## config.mk

```make
export PLATFORM = sky130hd
export DESIGN_NAME = ica_front
export DESIGN_NICKNAME = d
export VERILOG_FILES = /design/src/hw/rtl/ica_pkg.sv /design/src/hw/rtl/ica_front.sv
export SDC_FILE = /design/constraint.sdc
export NUM_CORES = 1
export LEC_CHECK = 0
export BUFFER_PORTS_ARGS = -buffer_cell sky130_fd_sc_hd__buf_4
export CAP_MARGIN = 25
export CORE_MARGIN = 2
export CORE_UTILIZATION = 47
export CTS_BUF_LIST = sky130_fd_sc_hd__clkbuf_16
export CTS_CLUSTER_SIZE = 14
export DETAILED_ROUTE_END_ITERATION = 6
export PLACE_DENSITY_LB_ADDON = 0.15
export SYNTH_ARGS = -nofsm -noshare
export SYNTH_HDL_FRONTEND = slang
export SYNTH_SLANG_ARGS = --single-unit
```

## constraint.sdc

```tcl
create_clock -name aclk -period 3.82 [get_ports aclk]
set_input_delay 0.382 -clock aclk [delete_from_list [all_inputs] [get_ports aclk]]
set_output_delay 0.382 -clock aclk [all_outputs]
set_load 0.02 [all_outputs]
```

## src/hw/rtl/ica_pkg.sv

```systemverilog
// ----------------------------------------------------------------------------
// ica_pkg
// Types, constants and helper functions for the complementary attitude filter.
// ----------------------------------------------------------------------------
package ica_pkg;

    localparam int DIV_W   = 42;
    localparam int DIVB_W  = 15;
    localparam int CORD_W  = 34;
    localparam int ANG_W   = 27;
    localparam int SQ_W    = 61;
    localparam int CORD_STEPS = 16;

    // reciprocal divide: ceil(2^RCP_SH / b) is exact for any 42-bit numerator
    localparam int RCP_W      = 52;
    localparam int RCP_SH     = 57;
    localparam int DIV_CHUNK  = 14;
    localparam int DIV_CHUNKS = 3;

    localparam logic [DIVB_W-1:0] DIVB_RATE = 15'd262;
    localparam logic [DIVB_W-1:0] DIVB_TEMP = 15'd17000;
    localparam logic [DIVB_W-1:0] DIVB_STEP = 15'd2000;
    localparam logic [DIVB_W-1:0] DIVB_FILT = 15'd50;

    localparam logic [RCP_W-1:0] RCP_RATE =
        RCP_W'(((64'd1 << RCP_SH) + 64'd261) / 64'd262);
    localparam logic [RCP_W-1:0] RCP_TEMP =
        RCP_W'(((64'd1 << RCP_SH) + 64'd16999) / 64'd17000);
    localparam logic [RCP_W-1:0] RCP_STEP =
        RCP_W'(((64'd1 << RCP_SH) + 64'd1999) / 64'd2000);
    localparam logic [RCP_W-1:0] RCP_FILT =
        RCP_W'(((64'd1 << RCP_SH) + 64'd49) / 64'd50);

    localparam logic signed [ANG_W-1:0] DEG180 = 27'sd11796480;
    localparam logic signed [27:0]      DEG360 = 28'sd23592960;

    localparam logic [1:0] CFG_OFF_X = 2'd0;
    localparam logic [1:0] CFG_OFF_Y = 2'd1;
    localparam logic [1:0] CFG_OFF_Z = 2'd2;
    localparam logic [1:0] CFG_BIAS  = 2'd3;

    localparam logic [3:0] JOB_RX    = 4'd0;
    localparam logic [3:0] JOB_RY    = 4'd1;
    localparam logic [3:0] JOB_RZ    = 4'd2;
    localparam logic [3:0] JOB_TEMP  = 4'd3;
    localparam logic [3:0] JOB_DX    = 4'd4;
    localparam logic [3:0] JOB_DY    = 4'd5;
    localparam logic [3:0] JOB_DZ    = 4'd6;
    localparam logic [3:0] JOB_PITCH = 4'd7;
    localparam logic [3:0] JOB_ROLL  = 4'd8;

    typedef struct packed {
        logic signed [15:0] ax;
        logic signed [15:0] ay;
        logic signed [15:0] az;
        logic signed [15:0] rx;
        logic signed [15:0] ry;
        logic signed [15:0] rz;
        logic signed [15:0] temp;
        logic [7:0]         ms;
    } item_t;

    typedef struct packed {
        logic signed [25:0] off_x;
        logic signed [25:0] off_y;
        logic signed [25:0] off_z;
        logic               bias_done;
    } cfg_t;

    typedef struct packed {
        logic [24:0]        yaw;
        logic signed [31:0] roll;
        logic signed [31:0] pitch;
        logic signed [16:0] temp;
        logic signed [26:0] rz;
        logic signed [26:0] ry;
        logic signed [26:0] rx;
        logic signed [15:0] az;
        logic signed [15:0] ay;
        logic signed [15:0] ax;
    } result_t;

    function automatic logic [21:0] atan_tab(input logic [3:0] idx);
        logic [21:0] v;
        case (idx)
            4'd0:    v = 22'd2949120;
            4'd1:    v = 22'd1740967;
            4'd2:    v = 22'd919879;
            4'd3:    v = 22'd466945;
            4'd4:    v = 22'd234379;
            4'd5:    v = 22'd117304;
            4'd6:    v = 22'd58666;
            4'd7:    v = 22'd29335;
            4'd8:    v = 22'd14668;
            4'd9:    v = 22'd7334;
            4'd10:   v = 22'd3667;
            4'd11:   v = 22'd1833;
            4'd12:   v = 22'd917;
            4'd13:   v = 22'd458;
            4'd14:   v = 22'd229;
            4'd15:   v = 22'd115;
            default: v = 22'd0;
        endcase
        return v;
    endfunction

    function automatic logic signed [31:0] sat32(input logic signed [DIV_W-1:0] v);
        logic signed [31:0] r;
        if (v > 42'sd2147483647) begin
            r = 32'sh7fffffff;
        end else if (v < -42'sd2147483648) begin
            r = 32'sh80000000;
        end else begin
            r = v[31:0];
        end
        return r;
    endfunction

endpackage

```

## src/hw/rtl/ica_front.sv

```systemverilog
// ----------------------------------------------------------------------------
// ica_front
// Accepts sample requests, clamps the time step and queues them (two deep).
// ----------------------------------------------------------------------------
module ica_front
    import ica_pkg::*;
(
    input  logic         aclk,
    input  logic         aresetn,
    input  logic         s_tvalid,
    output logic         s_tready,
    input  logic [127:0] s_tdata,
    output logic         q_valid,
    output item_t        q_item,
    input  logic         q_pop
);

    item_t      mem [2];
    logic       wr_ptr_reg, wr_ptr_next;
    logic       rd_ptr_reg, rd_ptr_next;
    logic [1:0] cnt_reg, cnt_next;
    logic       push;
    item_t      in_item;

    // time steps over 200 ms count as 50 ms
    always_comb begin
        in_item.ax   = s_tdata[15:0];
        in_item.ay   = s_tdata[31:16];
        in_item.az   = s_tdata[47:32];
        in_item.rx   = s_tdata[63:48];
        in_item.ry   = s_tdata[79:64];
        in_item.rz   = s_tdata[95:80];
        in_item.temp = s_tdata[111:96];
        in_item.ms   = (s_tdata[127:112] > 16'd200) ? 8'd50 : s_tdata[119:112];
    end

    assign s_tready = (cnt_reg != 2'd2);
    assign push     = s_tvalid && s_tready;
    assign q_valid  = (cnt_reg != 2'd0);

    always_comb begin
        wr_ptr_next = push ? ~wr_ptr_reg : wr_ptr_reg;
        rd_ptr_next = q_pop ? ~rd_ptr_reg : rd_ptr_reg;
        cnt_next    = cnt_reg + {1'b0, push} - {1'b0, q_pop};
    end

    always_ff @(posedge aclk) begin
        if (!aresetn) begin
            wr_ptr_reg <= 1'b0;
            rd_ptr_reg <= 1'b0;
            cnt_reg    <= 2'd0;
        end else begin
            wr_ptr_reg <= wr_ptr_next;
            rd_ptr_reg <= rd_ptr_next;
            cnt_reg    <= cnt_next;
        end
    end

    always_ff @(posedge aclk) begin
        if (push) begin
            mem[wr_ptr_reg] <= in_item;
        end
    end

    assign q_item = mem[rd_ptr_reg];

endmodule

```

==> results.toml <==
[outcome]
status = "finished clean"

[floorplan]
coreArea_sq_um = 18700
design.die.area_sq_um = 20200
num_rows = 50
initial_core_util = 0.480
dieHeight_um = 142
boundaryPins = 254
die_x_um = 142

[finish]
multi_input_area_sq_um = 1600
layout.nets = 819
final_area_sq_um = 12000
regArea_sq_um = 7310
num_antenna_cells = 0
final_common_cell = "buf_4"
fill_cells = 1376
area_delta_synth_final_pct = 33.7
final_cell_mix = "255 x buf_4, 240 x edfxtp_1, 120 x mux2_2"
largest_register_ffs = 240
drive_gt1_frac = 0.606

[yosys]
ys.flop_type = "edfxtp_1"
yosysUniqueCellTypes = 22
synth_area_sq_um = 8980
avgSynthCellArea_sq_um = 21.8
syn-instance-count = 412
ys_ff_latch = 245
synthesis.nets = 546
synth-seq-area-share = 0.814
async_flop_share = 0
synth_edf_count = 240
yosys_warnings = 0

[global_route]
grt_overflow = 0
grt_pass1_wl_um = 26300
grt.total_usage = 0.167
grt_antenna_before_repair = 0
grt_pass1_vias = 4893
grt_max_degree = 72

[critical_path]
worst_setup_path_end_kind = "primary output"
required_ns = 3.44
worstSetupPathType = "register to primary output"
cp_max_fo = 42
cp_data_arrival_time_ns = 2.28
start_kind = "register"

[timing]
fin_worst_skew_ns = 0.0119
fin_hold_ws_ns = 0.0523
min_period_ns = 2.66
fin_crit_sh = 0.698
setup_violations = 0
tightest_slew_ns = 0.782
fmax_mhz = 375
slew_violations = 0
slew-limit-headroom = 0.479
fin_tns_setup_ns = 0
rsz0062_at_grt = "false"
hold_violations = 0

[min_path]
hp-class = "input pin to register"

[clock_tree]
cts_setup_buffers = 0
clockRootBuffer = "clkbuf_16"
cts_tree = "built"
cts_buffers = 26
hold_buffers = 0
htreeDepth = 1
cts.sinks = 245
cts_buffer_depth = 3
clk_latency_ns = 0.51
postCtsResizedCells = 0
clkTransAtPathRegs_ns = 0.06

[pwr]
p_per_area_nw_per_um2 = 562
p_leak_uw = 0.00449
ir_worst_vdd_mv = 0.462

[drt]
drtIter0Drc = 126
remaining_drc_errors = 0
wirelength_um = 17600
dr_total_vias = 4687
wl_per_cell_um = 18.7
detail_route.vias_per_cell = 4.99
ant_nets = 0
first_pass_iters = 6

[placed_design]
placed_cell_area_sq_um = 11200
port_buffers = 253
post-dp-hpwl_um = 11800
place_congestion = 0.760

[job]
maxCapViolations = 0
per-stage QoR:
| step | setup WS, ns | util | total power (uW) | instances |
|---|---|---|---|---|
| after floorplan | 0.270 | - | 3990 | 412 |
| after global placement | 1.72 | 0.598 | 4480 | 891 |
| after detailed placement | 1.64 | 0.598 | 4510 | 891 |
| after CTS | 1.09 | 0.642 | 6840 | 939 |
| after global routing | 1.02 | 0.642 | 7010 | 939 |
| final | 1.16 | 0.642 | 6750 | 939 |
critical path: stages, from the launching register on:
cell	delay [ns]
dfxtp_4	0.72
buf_4	0.46
mux2_2	0.40
buf_4	0.16
synthesized netlist by cell type, types with 2 or more instances:
master      n  area share
ha_1        2      0.0028
edfxtp_1  240        0.80
nor2_1      3      0.0013
or4_4       3      0.0038
mux2_2    120        0.15
dfxtp_1     5       0.011
buf_2      13      0.0072
and2_1      2      0.0014
and3_1      6      0.0042
inv_1       3      0.0013
nand3b_1    4      0.0033
cell type report:
cell class,count,share of cell area
Sequential cell,245,0.609
Timing Repair Buffer,258,0.164
Multi-Input combinational cell,151,0.133
Clock buffer,27,0.0563
Tap cell,234,0.0244
Clock inverter,21,0.0116
Inverter,3,0.00115
routing by layer:
layer / vias up / share of wire / GRT usage / wire length [um]
li1: 2188 / - / - / -
met4: 0 / 0.025 / 0.0574 / 440
met1: 2282 / 0.39 / 0.208 / 6790
met3: 33 / 0.084 / 0.0400 / 1490
met2: 184 / 0.50 / 0.287 / 8870
met5: - / 0 / 0 / 0
power breakdown:
group	total, uW	internal, uW	switching [uW]
registers	3320	3250	73.9
logic	1120	514	603
clock network	2310	1350	964
total	6750	5110	1640
final timing paths:
path              depth (start not counted)         end  slack, ns         start
setup reg to reg                          4  mem[0][98]       1.67    cnt_reg[0]
setup / recovery                          3  q_item[35]       1.16      register
hold / removal                            1  mem[1][18]       0.05  s_tdata[106]
hold reg to reg                           2    register       0.51    rd_ptr_reg
cell families after synthesis:
logic type	after synthesis	synth area share
AND/OR/NAND/NOR	23	0.0176
multiplexers	120	0.151
XOR/XNOR	2	0.00195
adder cells (fa/ha/maj)	2	0.00279
AO/OA/AOI/OAI	4	0.00474
buffers and inverters	16	0.00850
flip-flops	245	0.814
Note: power is estimated with default switching activity, not from simulation.
